File: config.mk
export PLATFORM = sky130hd
export DESIGN_NAME = obstacle_avoid_drive_sequencer_flat
export DESIGN_NICKNAME = d
export VERILOG_FILES = /design/src/oads_pkg.sv /design/src/oads_channels.sv /design/src/oads_front.sv /design/src/oads_queue.sv /design/src/oads_back.sv /design/src/obstacle_avoid_drive_sequencer.sv /design/src/flat_wrapper.sv
export SDC_FILE = /design/constraint.sdc
export NUM_CORES = 1
export LEC_CHECK = 0
export BUFFER_PORTS_ARGS = -buffer_cell sky130_fd_sc_hd__buf_2
export CAP_MARGIN = 20
export CORE_ASPECT_RATIO = 0.5
export CORE_UTILIZATION = 49
export DETAILED_ROUTE_END_ITERATION = 8
export PLACE_DENSITY = 0.67
export SLEW_MARGIN = 0
export SYNTH_ARGS = -nofsm -noshare
export SYNTH_HDL_FRONTEND = slang
export SYNTH_SLANG_ARGS = --single-unit
File: constraint.sdc
create_clock -name clk -period 12.9 [get_ports clk]
set_input_delay 1.29 -clock clk [delete_from_list [all_inputs] [get_ports clk]]
set_output_delay 1.29 -clock clk [all_outputs]
set_load 0.02 [all_outputs]
File: src/oads_pkg.sv
// oads_pkg: shared types, codes and constants of the obstacle avoid drive sequencer
// no dependencies; imported by the channel interfaces and all modules but oads_queue
`timescale 1ns / 1ps
`default_nettype none

package oads_pkg;

	localparam int COUNT_WIDTH_DEF = 32;
	localparam int QUEUE_DEPTH_DEF = 2;
	localparam int WHEEL_W         = 32;
	localparam int SAMPLE_W        = 8;
	localparam int SPEED_W         = 8;
	localparam int MAG_W           = 7;
	localparam int BACK_W          = 16;
	localparam int SPIN_W          = 15;
	localparam int CFG_IDX_W       = 3;
	localparam int CFG_DATA_W      = 16;
	localparam int STALL_W         = 4;

	// distance above 30 ends near, below 20 starts near; on the sample scale
	// only the linear segment crosses these: clear below 66, set from 77
	localparam logic [SAMPLE_W-1:0] NEAR_CLEAR_BELOW = 8'd66;
	localparam logic [SAMPLE_W-1:0] NEAR_SET_FROM    = 8'd77;

	localparam logic [STALL_W-1:0] STALL_MAX    = 4'd15;
	localparam logic [STALL_W-1:0] STALL_TRIP   = 4'd10;
	localparam int                 STALL_MARGIN = 10;

	typedef enum logic [2:0] {
		MODE_IDLE  = 3'd0,
		MODE_FAST  = 3'd1,
		MODE_SLOW  = 3'd2,
		MODE_BACK  = 3'd3,
		MODE_TURNL = 3'd4,
		MODE_TURNR = 3'd5
	} mode_t;

	typedef enum logic [2:0] {
		SENSE_CLEAR = 3'd0,
		SENSE_BUMPL = 3'd1,
		SENSE_BUMPR = 3'd2,
		SENSE_NEARL = 3'd3,
		SENSE_NEARR = 3'd4
	} sense_t;

	typedef enum logic [CFG_IDX_W-1:0] {
		CFG_FAST_SPEED    = 3'd0,
		CFG_SLOW_SPEED    = 3'd1,
		CFG_REVERSE_SPEED = 3'd2,
		CFG_REV_TURN      = 3'd3,
		CFG_SPIN_SPEED    = 3'd4,
		CFG_BACK_TICKS    = 3'd5,
		CFG_SPIN_TICKS    = 3'd6,
		CFG_BATTERY_MIN   = 3'd7
	} cfg_reg_t;

	typedef struct packed {
		logic [MAG_W-1:0]    fast_speed;
		logic [MAG_W-1:0]    slow_speed;
		logic [SPEED_W-1:0]  reverse_speed;
		logic [MAG_W-1:0]    reverse_turn_speed;
		logic [MAG_W-1:0]    spin_speed;
		logic [BACK_W-1:0]   back_ticks;
		logic [SPIN_W-1:0]   spin_ticks;
		logic [SAMPLE_W-1:0] battery_min;
	} cfg_t;

	localparam cfg_t CFG_RESET = '{
		fast_speed:         7'd80,
		slow_speed:         7'd30,
		reverse_speed:      8'hE2,
		reverse_turn_speed: 7'd15,
		spin_speed:         7'd25,
		back_ticks:         16'd80,
		spin_ticks:         15'd45,
		battery_min:        8'd100
	};

	// per-beat control word handed from front to back
	typedef struct packed {
		logic   low_batt;
		logic   start;
		sense_t cls;
	} item_ctrl_t;

	localparam int CTRL_W = $bits(item_ctrl_t);

	function automatic logic near_next(input logic cur, input logic [SAMPLE_W-1:0] s);
		logic r;
		if (s < NEAR_CLEAR_BELOW)
			r = 1'b0;
		else if (s >= NEAR_SET_FROM)
			r = 1'b1;
		else
			r = cur;
		return r;
	endfunction

endpackage

`default_nettype wire

File: src/oads_channels.sv
// oads_sense_if and oads_drive_if: valid/ready channels for sensor beats and command beats
// depends on oads_pkg
`timescale 1ns / 1ps
`default_nettype none

interface oads_sense_if;
	import oads_pkg::*;
	logic                valid;
	logic                ready;
	logic                bump_left;
	logic                bump_right;
	logic [SAMPLE_W-1:0] range_left_sample;
	logic [SAMPLE_W-1:0] range_right_sample;
	logic                start_pressed;
	logic [WHEEL_W-1:0]  wheel_count_left;
	logic [WHEEL_W-1:0]  wheel_count_right;
	logic [SAMPLE_W-1:0] battery_level;

	modport source (
		output valid, bump_left, bump_right, range_left_sample, range_right_sample,
		       start_pressed, wheel_count_left, wheel_count_right, battery_level,
		input  ready
	);
	modport sink (
		input  valid, bump_left, bump_right, range_left_sample, range_right_sample,
		       start_pressed, wheel_count_left, wheel_count_right, battery_level,
		output ready
	);
endinterface

interface oads_drive_if;
	import oads_pkg::*;
	logic               valid;
	logic               ready;
	logic signed [SPEED_W-1:0] drive_speed;
	logic signed [SPEED_W-1:0] steer_speed;
	logic               command_valid;
	logic [2:0]         drive_mode;
	logic [2:0]         sensor_class;

	modport source (
		output valid, drive_speed, steer_speed, command_valid, drive_mode, sensor_class,
		input  ready
	);
	modport sink (
		input  valid, drive_speed, steer_speed, command_valid, drive_mode, sensor_class,
		output ready
	);
endinterface

`default_nettype wire

File: src/oads_front.sv
// oads_front: takes sensor beats, tracks near flags and wheel counts, classifies
// depends on oads_pkg and oads_sense_if; feeds oads_queue
`timescale 1ns / 1ps
`default_nettype none

module oads_front #(
	parameter int COUNT_WIDTH = oads_pkg::COUNT_WIDTH_DEF
) (
	input  wire logic                         clk,
	input  wire logic                         arst_n,
	oads_sense_if.sink                        sensors,
	input  wire logic [oads_pkg::SAMPLE_W-1:0] battery_min,
	input  wire logic                         q_ready,
	output logic                              push,
	output logic [oads_pkg::CTRL_W+2*COUNT_WIDTH-1:0] push_data
);
	import oads_pkg::*;

	logic                   near_left_q, near_right_q;
	logic [COUNT_WIDTH-1:0] last_left_q, last_right_q;
	logic                   near_left_n, near_right_n;
	logic [COUNT_WIDTH-1:0] now_left, now_right;
	logic [COUNT_WIDTH-1:0] diff_left, diff_right;
	logic [COUNT_WIDTH-1:0] sp_left, sp_right;
	item_ctrl_t             ctrl;

	assign sensors.ready = q_ready;
	assign push          = sensors.valid & q_ready;

	assign near_left_n  = near_next(near_left_q, sensors.range_left_sample);
	assign near_right_n = near_next(near_right_q, sensors.range_right_sample);

	assign now_left   = sensors.wheel_count_left[COUNT_WIDTH-1:0];
	assign now_right  = sensors.wheel_count_right[COUNT_WIDTH-1:0];
	assign diff_left  = now_left - last_left_q;
	assign diff_right = now_right - last_right_q;
	// count delta times four, wrapping in the count width
	assign sp_left    = {diff_left[COUNT_WIDTH-3:0], 2'b00};
	assign sp_right   = {diff_right[COUNT_WIDTH-3:0], 2'b00};

	always_comb begin
		ctrl.low_batt = sensors.battery_level < battery_min;
		ctrl.start    = sensors.start_pressed;
		if (sensors.bump_left)
			ctrl.cls = SENSE_BUMPL;
		else if (sensors.bump_right)
			ctrl.cls = SENSE_BUMPR;
		else if (near_right_n)
			ctrl.cls = SENSE_NEARR;
		else if (near_left_n)
			ctrl.cls = SENSE_NEARL;
		else
			ctrl.cls = SENSE_CLEAR;
	end

	assign push_data = {ctrl, sp_left, sp_right};

	always_ff @(posedge clk or negedge arst_n) begin
		if (!arst_n) begin
			near_left_q  <= 1'b0;
			near_right_q <= 1'b0;
			last_left_q  <= '0;
			last_right_q <= '0;
		end else if (push) begin
			near_left_q  <= near_left_n;
			near_right_q <= near_right_n;
			last_left_q  <= now_left;
			last_right_q <= now_right;
		end
	end

endmodule

`default_nettype wire

File: src/oads_queue.sv
// oads_queue: short flip-flop queue between front and back
// depends on nothing beyond its parameters
`timescale 1ns / 1ps
`default_nettype none

module oads_queue #(
	parameter int DATA_W = 8,
	parameter int DEPTH  = 2
) (
	input  wire logic              clk,
	input  wire logic              arst_n,
	input  wire logic              push,
	input  wire logic [DATA_W-1:0] push_data,
	output logic                   push_ready,
	input  wire logic              pop,
	output logic [DATA_W-1:0]      pop_data,
	output logic                   pop_valid
);
	localparam int AW = (DEPTH > 1) ? $clog2(DEPTH) : 1;
	localparam int CW = $clog2(DEPTH + 1);
	localparam logic [AW-1:0] LAST = AW'(DEPTH - 1);
	localparam logic [CW-1:0] FULL = CW'(DEPTH);

	logic [DATA_W-1:0] mem_q [DEPTH];
	logic [AW-1:0]     wr_ptr_q, rd_ptr_q;
	logic [CW-1:0]     count_q;
	logic              do_push, do_pop;

	assign push_ready = count_q != FULL;
	assign pop_valid  = count_q != '0;
	assign pop_data   = mem_q[rd_ptr_q];
	assign do_push    = push & push_ready;
	assign do_pop     = pop & pop_valid;

	always_ff @(posedge clk) begin
		if (do_push)
			mem_q[wr_ptr_q] <= push_data;
	end

	always_ff @(posedge clk or negedge arst_n) begin
		if (!arst_n) begin
			wr_ptr_q <= '0;
			rd_ptr_q <= '0;
			count_q  <= '0;
		end else begin
			if (do_push)
				wr_ptr_q <= (wr_ptr_q == LAST) ? '0 : wr_ptr_q + 1'b1;
			if (do_pop)
				rd_ptr_q <= (rd_ptr_q == LAST) ? '0 : rd_ptr_q + 1'b1;
			if (do_push && !do_pop)
				count_q <= count_q + 1'b1;
			else if (do_pop && !do_push)
				count_q <= count_q - 1'b1;
		end
	end

endmodule

`default_nettype wire

File: src/oads_back.sv
// oads_back: drive mode sequencer, stall watch and command output register
// depends on oads_pkg and oads_drive_if; drained from oads_queue
`timescale 1ns / 1ps
`default_nettype none

module oads_back #(
	parameter int COUNT_WIDTH = oads_pkg::COUNT_WIDTH_DEF
) (
	input  wire logic                                     clk,
	input  wire logic                                     arst_n,
	input  wire oads_pkg::cfg_t                           cfg,
	input  wire logic                                     q_valid,
	input  wire logic [oads_pkg::CTRL_W+2*COUNT_WIDTH-1:0] q_data,
	output logic                                          pop,
	oads_drive_if.source                                  commands
);
	import oads_pkg::*;

	localparam int DW = CTRL_W + 2 * COUNT_WIDTH;

	item_ctrl_t                      ctrl;
	logic signed [COUNT_WIDTH-1:0]   sp_left, sp_right, lim;

	mode_t                       mode_q, mode_n, after_q, after_n;
	sense_t                      sense_q, sense_n;
	logic signed [SPEED_W-1:0]   fwd_q, fwd_n, turn_q, turn_n;
	logic [SPIN_W-1:0]           spin_q, spin_n, spin_dec;
	logic [BACK_W-1:0]           backoff_q, backoff_n;
	logic [STALL_W-1:0]          stall_q, stall_n;
	logic                        send, trans, stall_on, stall_trip, stop;
	logic                        is_near, is_bump;
	logic signed [SPEED_W-1:0]   fast_s, slow_s, rev_s, rts_s, spin_s;

	logic                        out_valid_q;
	logic signed [SPEED_W-1:0]   drive_q, steer_q;
	logic                        cmd_valid_q;
	mode_t                       mode_out_q;
	sense_t                      sense_out_q;

	assign ctrl     = item_ctrl_t'(q_data[DW-1 -: CTRL_W]);
	assign sp_left  = $signed(q_data[2*COUNT_WIDTH-1:COUNT_WIDTH]);
	assign sp_right = $signed(q_data[COUNT_WIDTH-1:0]);

	assign pop = q_valid & (~out_valid_q | commands.ready);

	assign fast_s = $signed({1'b0, cfg.fast_speed});
	assign slow_s = $signed({1'b0, cfg.slow_speed});
	assign rev_s  = $signed(cfg.reverse_speed);
	assign rts_s  = $signed({1'b0, cfg.reverse_turn_speed});
	assign spin_s = $signed({1'b0, cfg.spin_speed});

	assign trans    = ctrl.cls != sense_q;
	assign is_near  = ctrl.cls inside {SENSE_NEARL, SENSE_NEARR};
	assign is_bump  = ctrl.cls inside {SENSE_BUMPL, SENSE_BUMPR};
	assign spin_dec = (spin_q != '0) ? spin_q - 1'b1 : spin_q;
	assign sense_n  = ctrl.low_batt ? sense_q : ctrl.cls;

	// stall watch
	assign lim = $signed({{(COUNT_WIDTH-SPEED_W){fwd_q[SPEED_W-1]}}, fwd_q})
	             - COUNT_WIDTH'(STALL_MARGIN);
	assign stall_on = ~ctrl.low_batt & (fwd_q > 0);
	always_comb begin
		stall_n = stall_q;
		if (stall_on) begin
			if (sp_left < lim || sp_right < lim)
				stall_n = (stall_q == STALL_MAX) ? stall_q : stall_q + 1'b1;
			else
				stall_n = '0;
		end
	end
	assign stall_trip = stall_on & (stall_n > STALL_TRIP);
	assign stop       = ctrl.low_batt | stall_trip;

	// next mode and send decision
	always_comb begin
		mode_n = mode_q;
		send   = 1'b1;
		if (stop) begin
			mode_n = MODE_IDLE;
			send   = 1'b0;
		end else begin
			unique case (mode_q) inside
				MODE_IDLE: begin
					if (ctrl.start) begin
						if (ctrl.cls == SENSE_CLEAR)
							mode_n = MODE_FAST;
						else if (is_near)
							mode_n = MODE_SLOW;
						else
							mode_n = MODE_BACK;
					end
				end
				MODE_FAST: begin
					if (trans && is_near) begin
						mode_n = MODE_SLOW;
						send   = 1'b0;
					end else if (trans && is_bump) begin
						mode_n = MODE_BACK;
						send   = 1'b0;
					end
				end
				MODE_SLOW: begin
					if (trans && ctrl.cls == SENSE_CLEAR)
						mode_n = MODE_FAST;
					else if (trans && is_bump) begin
						mode_n = MODE_BACK;
						send   = 1'b0;
					end
				end
				MODE_BACK: begin
					if (backoff_q == '0 && ctrl.cls == SENSE_CLEAR) begin
						mode_n = after_q;
						send   = 1'b0;
					end
				end
				MODE_TURNL, MODE_TURNR: begin
					if (ctrl.cls == SENSE_BUMPR) begin
						mode_n = MODE_TURNL;
						send   = 1'b0;
					end else if (ctrl.cls == SENSE_BUMPL && mode_q == MODE_TURNL) begin
						mode_n = MODE_TURNR;
						send   = 1'b0;
					end else if (spin_dec == '0)
						mode_n = MODE_FAST;
				end
				default: ;
			endcase
		end
	end

	// commands and counters
	always_comb begin
		fwd_n     = fwd_q;
		turn_n    = turn_q;
		spin_n    = spin_q;
		backoff_n = backoff_q;
		after_n   = after_q;
		if (stop) begin
			fwd_n  = '0;
			turn_n = '0;
		end else begin
			unique case (mode_q) inside
				MODE_IDLE: begin
					if (!ctrl.start) begin
						fwd_n  = '0;
						turn_n = '0;
					end else if (is_bump) begin
						spin_n    = cfg.spin_ticks;
						backoff_n = cfg.back_ticks;
					end
				end
				MODE_FAST: begin
					if (trans) begin
						if (is_near) begin
							fwd_n  = slow_s;
							turn_n = '0;
						end else if (is_bump) begin
							after_n   = (ctrl.cls == SENSE_BUMPL) ? MODE_TURNR : MODE_TURNL;
							spin_n    = cfg.spin_ticks;
							backoff_n = cfg.back_ticks;
							fwd_n     = rev_s;
							turn_n    = (ctrl.cls == SENSE_BUMPL) ? -rts_s : rts_s;
						end
					end else begin
						if (fwd_q < fast_s)
							fwd_n = fwd_q + 8'sd1;
						else if (fwd_q > fast_s)
							fwd_n = fwd_q - 8'sd1;
						turn_n = '0;
					end
				end
				MODE_SLOW: begin
					if (trans && is_bump) begin
						spin_n    = cfg.spin_ticks;
						backoff_n = cfg.back_ticks;
						fwd_n     = rev_s;
						turn_n    = '0;
					end
				end
				MODE_BACK: begin
					if (backoff_q != '0)
						backoff_n = backoff_q - 1'b1;
					else if (ctrl.cls == SENSE_CLEAR) begin
						fwd_n  = '0;
						turn_n = '0;
					end
				end
				MODE_TURNL, MODE_TURNR: begin
					turn_n = (mode_q == MODE_TURNL) ? -spin_s : spin_s;
					if (!(ctrl.cls == SENSE_BUMPR
					      || (ctrl.cls == SENSE_BUMPL && mode_q == MODE_TURNL)))
						spin_n = spin_dec;
				end
				default: ;
			endcase
		end
	end

	always_ff @(posedge clk or negedge arst_n) begin
		if (!arst_n) begin
			mode_q      <= MODE_IDLE;
			after_q     <= MODE_IDLE;
			sense_q     <= SENSE_CLEAR;
			fwd_q       <= '0;
			turn_q      <= '0;
			spin_q      <= '0;
			backoff_q   <= '0;
			stall_q     <= '0;
			out_valid_q <= 1'b0;
		end else begin
			if (pop) begin
				mode_q    <= mode_n;
				after_q   <= after_n;
				sense_q   <= sense_n;
				fwd_q     <= fwd_n;
				turn_q    <= turn_n;
				spin_q    <= spin_n;
				backoff_q <= backoff_n;
				stall_q   <= stall_n;
			end
			if (pop)
				out_valid_q <= 1'b1;
			else if (commands.ready)
				out_valid_q <= 1'b0;
		end
	end

	// output beat register
	always_ff @(posedge clk) begin
		if (pop) begin
			drive_q     <= send ? fwd_n : '0;
			steer_q     <= send ? turn_n : '0;
			cmd_valid_q <= send;
			mode_out_q  <= mode_n;
			sense_out_q <= sense_n;
		end
	end

	assign commands.valid         = out_valid_q;
	assign commands.drive_speed   = drive_q;
	assign commands.steer_speed   = steer_q;
	assign commands.command_valid = cmd_valid_q;
	assign commands.drive_mode    = mode_out_q;
	assign commands.sensor_class  = sense_out_q;

endmodule

`default_nettype wire

File: src/obstacle_avoid_drive_sequencer.sv
// obstacle_avoid_drive_sequencer: top level, configuration registers and the
// front / queue / back chain; depends on oads_pkg, oads_channels, oads_front,
// oads_queue and oads_back
//
//   channel    dir   handshake       payload
//   sensors    in    valid / ready   bumpers, range bytes, start, wheel counts, battery
//   commands   out   valid / ready   drive, steer, command_valid, mode, class
//   cfg        in    cfg_we          cfg_index, cfg_data
//
// one sensor beat per cycle sustained while commands are ready; a beat is written to
// the queue at the edge it is taken; its command beat is registered as it is popped
// the back end updates its mode state once per beat, one per cycle while not stalled
// reset is asynchronous; control state clears at once, no clearing pass
// a stalled command beat holds in the output register while the queue
// keeps taking sensor beats until it fills
`timescale 1ns / 1ps
`default_nettype none

module obstacle_avoid_drive_sequencer #(
	parameter int COUNT_WIDTH = oads_pkg::COUNT_WIDTH_DEF,
	parameter int QUEUE_DEPTH = oads_pkg::QUEUE_DEPTH_DEF
) (
	input  wire logic                            clk,
	input  wire logic                            arst_n,
	input  wire logic                            cfg_we,
	input  wire logic [oads_pkg::CFG_IDX_W-1:0]  cfg_index,
	input  wire logic [oads_pkg::CFG_DATA_W-1:0] cfg_data,
	oads_sense_if.sink                           sensors,
	oads_drive_if.source                         commands
);
	import oads_pkg::*;

	localparam int DW = CTRL_W + 2 * COUNT_WIDTH;

	cfg_t          cfg_q;
	logic          push, q_ready, q_valid, pop;
	logic [DW-1:0] push_data, q_data;

	always_ff @(posedge clk or negedge arst_n) begin
		if (!arst_n) begin
			cfg_q <= CFG_RESET;
		end else if (cfg_we) begin
			unique case (cfg_reg_t'(cfg_index))
				CFG_FAST_SPEED:    cfg_q.fast_speed         <= cfg_data[MAG_W-1:0];
				CFG_SLOW_SPEED:    cfg_q.slow_speed         <= cfg_data[MAG_W-1:0];
				CFG_REVERSE_SPEED: cfg_q.reverse_speed      <= cfg_data[SPEED_W-1:0];
				CFG_REV_TURN:      cfg_q.reverse_turn_speed <= cfg_data[MAG_W-1:0];
				CFG_SPIN_SPEED:    cfg_q.spin_speed         <= cfg_data[MAG_W-1:0];
				CFG_BACK_TICKS:    cfg_q.back_ticks         <= cfg_data[BACK_W-1:0];
				CFG_SPIN_TICKS:    cfg_q.spin_ticks         <= cfg_data[SPIN_W-1:0];
				CFG_BATTERY_MIN:   cfg_q.battery_min        <= cfg_data[SAMPLE_W-1:0];
				default: ;
			endcase
		end
	end

	oads_front #(
		.COUNT_WIDTH (COUNT_WIDTH)
	) u_front (
		.clk         (clk),
		.arst_n      (arst_n),
		.sensors     (sensors),
		.battery_min (cfg_q.battery_min),
		.q_ready     (q_ready),
		.push        (push),
		.push_data   (push_data)
	);

	oads_queue #(
		.DATA_W (DW),
		.DEPTH  (QUEUE_DEPTH)
	) u_queue (
		.clk        (clk),
		.arst_n     (arst_n),
		.push       (push),
		.push_data  (push_data),
		.push_ready (q_ready),
		.pop        (pop),
		.pop_data   (q_data),
		.pop_valid  (q_valid)
	);

	oads_back #(
		.COUNT_WIDTH (COUNT_WIDTH)
	) u_back (
		.clk      (clk),
		.arst_n   (arst_n),
		.cfg      (cfg_q),
		.q_valid  (q_valid),
		.q_data   (q_data),
		.pop      (pop),
		.commands (commands)
	);

endmodule

`default_nettype wire
File: src/flat_wrapper.sv
// flat-port wrapper written by rule: the top's interface ports become plain ports
module obstacle_avoid_drive_sequencer_flat import oads_pkg::*;
#(
	parameter int COUNT_WIDTH = oads_pkg::COUNT_WIDTH_DEF,
	parameter int QUEUE_DEPTH = oads_pkg::QUEUE_DEPTH_DEF
)
  (clk, arst_n, cfg_we, cfg_index, cfg_data, sensors_valid, sensors_bump_left, sensors_bump_right, sensors_range_left_sample, sensors_range_right_sample, sensors_start_pressed, sensors_wheel_count_left, sensors_wheel_count_right, sensors_battery_level, sensors_ready, commands_valid, commands_drive_speed, commands_steer_speed, commands_command_valid, commands_drive_mode, commands_sensor_class, commands_ready);
  oads_sense_if sensors_i ();
  oads_drive_if commands_i ();
  input  wire logic clk;
  input  wire logic arst_n;
  input  wire logic cfg_we;
  input  wire logic [oads_pkg::CFG_IDX_W-1:0] cfg_index;
  input  wire logic [oads_pkg::CFG_DATA_W-1:0] cfg_data;
  input wire logic [$bits(sensors_i.valid)-1:0] sensors_valid;
  input wire logic [$bits(sensors_i.bump_left)-1:0] sensors_bump_left;
  input wire logic [$bits(sensors_i.bump_right)-1:0] sensors_bump_right;
  input wire logic [$bits(sensors_i.range_left_sample)-1:0] sensors_range_left_sample;
  input wire logic [$bits(sensors_i.range_right_sample)-1:0] sensors_range_right_sample;
  input wire logic [$bits(sensors_i.start_pressed)-1:0] sensors_start_pressed;
  input wire logic [$bits(sensors_i.wheel_count_left)-1:0] sensors_wheel_count_left;
  input wire logic [$bits(sensors_i.wheel_count_right)-1:0] sensors_wheel_count_right;
  input wire logic [$bits(sensors_i.battery_level)-1:0] sensors_battery_level;
  output wire logic [$bits(sensors_i.ready)-1:0] sensors_ready;
  output wire logic [$bits(commands_i.valid)-1:0] commands_valid;
  output wire logic [$bits(commands_i.drive_speed)-1:0] commands_drive_speed;
  output wire logic [$bits(commands_i.steer_speed)-1:0] commands_steer_speed;
  output wire logic [$bits(commands_i.command_valid)-1:0] commands_command_valid;
  output wire logic [$bits(commands_i.drive_mode)-1:0] commands_drive_mode;
  output wire logic [$bits(commands_i.sensor_class)-1:0] commands_sensor_class;
  input wire logic [$bits(commands_i.ready)-1:0] commands_ready;
  assign sensors_i.valid = sensors_valid;
  assign sensors_i.bump_left = sensors_bump_left;
  assign sensors_i.bump_right = sensors_bump_right;
  assign sensors_i.range_left_sample = sensors_range_left_sample;
  assign sensors_i.range_right_sample = sensors_range_right_sample;
  assign sensors_i.start_pressed = sensors_start_pressed;
  assign sensors_i.wheel_count_left = sensors_wheel_count_left;
  assign sensors_i.wheel_count_right = sensors_wheel_count_right;
  assign sensors_i.battery_level = sensors_battery_level;
  assign sensors_ready = sensors_i.ready;
  assign commands_valid = commands_i.valid;
  assign commands_drive_speed = commands_i.drive_speed;
  assign commands_steer_speed = commands_i.steer_speed;
  assign commands_command_valid = commands_i.command_valid;
  assign commands_drive_mode = commands_i.drive_mode;
  assign commands_sensor_class = commands_i.sensor_class;
  assign commands_i.ready = commands_ready;
  obstacle_avoid_drive_sequencer #(.COUNT_WIDTH(COUNT_WIDTH), .QUEUE_DEPTH(QUEUE_DEPTH)) u_core (.clk(clk), .arst_n(arst_n), .cfg_we(cfg_we), .cfg_index(cfg_index), .cfg_data(cfg_data), .sensors(sensors_i), .commands(commands_i));
endmodule
==> run metrics <==
outcome finished clean; Seq/Total Area, Yosys 49.1%; Register-to-Register Path Depth 13; area grow syn2layout 12.3%; Hold WC Path Type flip-flop to flip-flop; fin area 22100 um2; Achievable Freq between 200 and 250 MHz; cell taking the most area after synthesis edfxtp_1; Yosys reg bits about 350; Int Pwr 3430 uW; Gate power share around 44%; vias in the first global route between 10000 and 15000; Worst Path Arrival between 4000 and 5000 ps; Worst EP required about 13000 ps; final clock skew ~12 ps; final wirelength 44.5 mm; top-area cell type share of the netlist area between 20% and 30%; share of cells above drive strength 1 roughly 17%; slew margin rel. between 30% and 40%; FF-to-FF setup slack 8150 ps; Clock transition at path regs 60 ps; TritonRoute pass-1 iters 8; routed vias ~15000; placed instance area ~21000 um2; hold-fix buffers at CTS 0; Detailed Place HPWL 31.1 mm; post-synthesis cell area 19700 um2; EDFF count, synth approximately 150; core box area around 40000 um2; first-pass GRT wire length 72.4 mm; Worst-Skew Late Latency ~540 ps; Wirelength per Cell 17.2 um; commonest cells in the netlist nand2_1, dfrtp_1, o21ai_0, edfxtp_1, nor2_1; CTS tree built; critical path, cell by cell buf_4, mux2_2, ha_1, a211oi_1, o21ai_0, a41oi_1, nand3_1, a41o_1, and3_4, o21ai_2, buf_4, a31o_1, a211oi_1; post-route clock period utilization a little under two fifths; I/O Pins 140; WHS Endpoint u_core.u_back.after_q[2]$_DFFE_PN0P_; Max Cap Viol 0; max incr delay on CP about 750 ps; RSZ-0062 raised after global routing no; Warnings, synthesis 0; gr ovfl total 0; initial core utilization 50.1%; Via density 5.67; Crit Path Category flip-flop to flip-flop; Critical Path Source Type flip-flop; IO Port Bufs approximately 140; proportion of power drawn by the clock network slightly below 20%; drt first-iter violations roughly 1100; Die W ~290 um; Mapped Nets 2137; clk buf depth 3; reg2reg start u_core.u_queue.rd_ptr_q$_DFFE_PN0P_; Num Clock Sinks about 350; CP max-delay cell dfrtp_2; nets@finish roughly 2300; Net Sw Frac about 40%; Die Footprint 41000 um2; hold depth 1; FF-to-FF End u_core.u_back.commands.drive_speed[1]$_SDFFCE_PN0P_; Worst VDD drop around 0.000096 V; Period minus WS final ~4700 ps; CTS root buffer clkbuf_16; Unique masters post-synth 89; GP Congestion 0.909; DIE HEIGHT about 140 um; fin. max-slew vios 0; Tightest Pin Transition a little over 1000 ps; row count 51; initial antenna violation count 1; PD cells 259 nW/um2; post-CTS resize count 0; Async S/R FF share, synth between 50% and 60%; sw power about 2300 uW; Global Route Usage Sum between 20% and 30%; Final ANT Viol Nets 0; postcts setup bufs 0; top-count cell post-synth nand2_1; total CTS buffers 36; Synth Area per Inst roughly 10 um2; Synth Flop Type dfrtp_1; top post-synthesis cells by area edfxtp_1, dfrtp_1, ha_1; setup TNS 0 ps; Worst setup EP type flip-flop; # setup viols final 0; final hold violations 0; hold path start u_core.u_back.after_q[2]$_DFFE_PN0P_; largest net degree at the start of global routing about 120; Post-Syn Instances 1918; H-tree levels 2; CP max FO 37; detailed-route DRC error count 0; Seq pwr share a little over a third; Leakage Power roughly 0.0091 uW
-- area by class of cell --
type | count | area, um2
fillers | 3424 | 17200
flip-flops and latches | 354 | 9660
multi-input cells | 1356 | 9180
clock buffers | 47 | 993
repair buffers | 152 | 817
well taps | 530 | 663
inverters | 135 | 508
clock inverters | 19 | 263
diodes | 1 | 2.50
-- worst max-delay path by stage --
stage / startpoint / to / slack [ps] / cells after the start
6_report: u_core.u_queue.rd_ptr_q$_DFFE_PN0P_ / u_core.u_back.commands.drive_speed[1]$_SDFFCE_PN0P_ / 8150 / 13
3_5_place_dp: u_core.u_queue.rd_ptr_q$_DFFE_PN0P_ / u_core.u_back.commands.drive_speed[1]$_SDFFCE_PN0P_ / 8200 / 13
2_1_floorplan: sensors_valid / u_core.u_queue.mem_q[0][0]$_DFFE_PP_ / 8110 / 3
5_1_grt: u_core.u_back.fwd_q[1]$_DFFE_PN0P_ / u_core.u_back.commands.drive_speed[1]$_SDFFCE_PN0P_ / 7840 / 15
3_3_place_gp: u_core.u_queue.rd_ptr_q$_DFFE_PN0P_ / u_core.u_back.commands.drive_speed[1]$_SDFFCE_PN0P_ / 8200 / 13
4_1_cts: u_core.u_queue.rd_ptr_q$_DFFE_PN0P_ / u_core.u_back.commands.drive_speed[1]$_SDFFCE_PN0P_ / 8160 / 13
-- power by group through the flow --
stage / clock [uW] / sequential (uW) / combinational [uW]
after global routing: 1190 / 2120 / 2830
after CTS: 1150 / 2060 / 2520
after floorplan: 0 / 2000 / 1940
after global placement: 0 / 2070 / 2440
after detailed placement: 0 / 2080 / 2500
final: 1120 / 2060 / 2530
-- cell usage in the layout, fill, tap and decap left out, drive strengths merged, types with 21 or more instances in the layout --
| master | netlist | routed |
|---|---|---|
| inv | 133 | 137 |
| clkbuf | 50 | 48 |
| buf | 23 | 151 |
| o21a | 25 | 25 |
| dfstp | 26 | 26 |
| a31oi | 21 | 21 |
| mux2 | 96 | 96 |
| nand2 | 191 | 191 |
| a21oi | 96 | 96 |
| nand3 | 38 | 38 |
| xnor2 | 54 | 54 |
| nor4 | 29 | 29 |
| nand4 | 27 | 27 |
| dfrtp | 175 | 175 |
| nor2 | 139 | 139 |
| edfxtp | 153 | 153 |
| xor2 | 23 | 23 |
| ha | 102 | 102 |
| o21ai | 170 | 170 |
| nor3 | 48 | 48 |
-- sequential cells by signal (all words and copies together) (netlist names), 15 cells and up --
signal / cells
u_core.cfg_q: 75
u_core.u_back.backoff_q: 16
u_core.u_back.spin_q: 15
u_core.u_front.last_left_q: 30
u_core.u_front.last_right_q: 30
u_core.u_queue.mem_q: 130
-- routing by layer --
layer  wire, um  global-route usage [%]  vias up
li1           -                       -     7255
met1      20800                    30.1     7042
met2      20400                    36.2      347
met3       2360                    3.60       74
met4        991                    6.05        0
met5          0                       0        -
-- critical path, delay by kind of cell (launching register included) --
kind / cells / cell delay, ps
flops: 1 / 750
simple gates: 2 / 350
fa+ha+maj: 1 / 280
buf+inv: 2 / 750
mux: 1 / 390
compound gates: 7 / 1860
-- logic make-up (layout without fill, tap and decap cells) --
family / Yosys count / in the layout / synth area share [%]
simple gates: 573 / 573 / 14.1
xor+xnor: 77 / 77 / 3.43
fa+ha+maj: 104 / 104 / 6.69
flops: 354 / 354 / 49.1
mux: 106 / 106 / 6.10
buf+inv: 208 / 353 / 4.31
other cells: 0 / 1 / 0
compound gates: 496 / 496 / 16.2
-- metrics by stage --
step / hold slack [ps] / utilization (%) / std cells / setup slack, ps / power, uW
3_5_place_dp: 452 / 53.0 / 2526 / 8200 / 4580
4_1_cts: 471 / 56.2 / 2592 / 8160 / 5730
5_1_grt: 506 / 56.3 / 2594 / 7840 / 6140
6_report: 466 / 56.3 / 2594 / 8150 / 5710
2_1_floorplan: 434 / - / 1918 / 8110 / 3940
3_3_place_gp: 452 / 53.0 / 2525 / 8200 / 4510
Note: power is estimated with default switching activity, not from simulation.
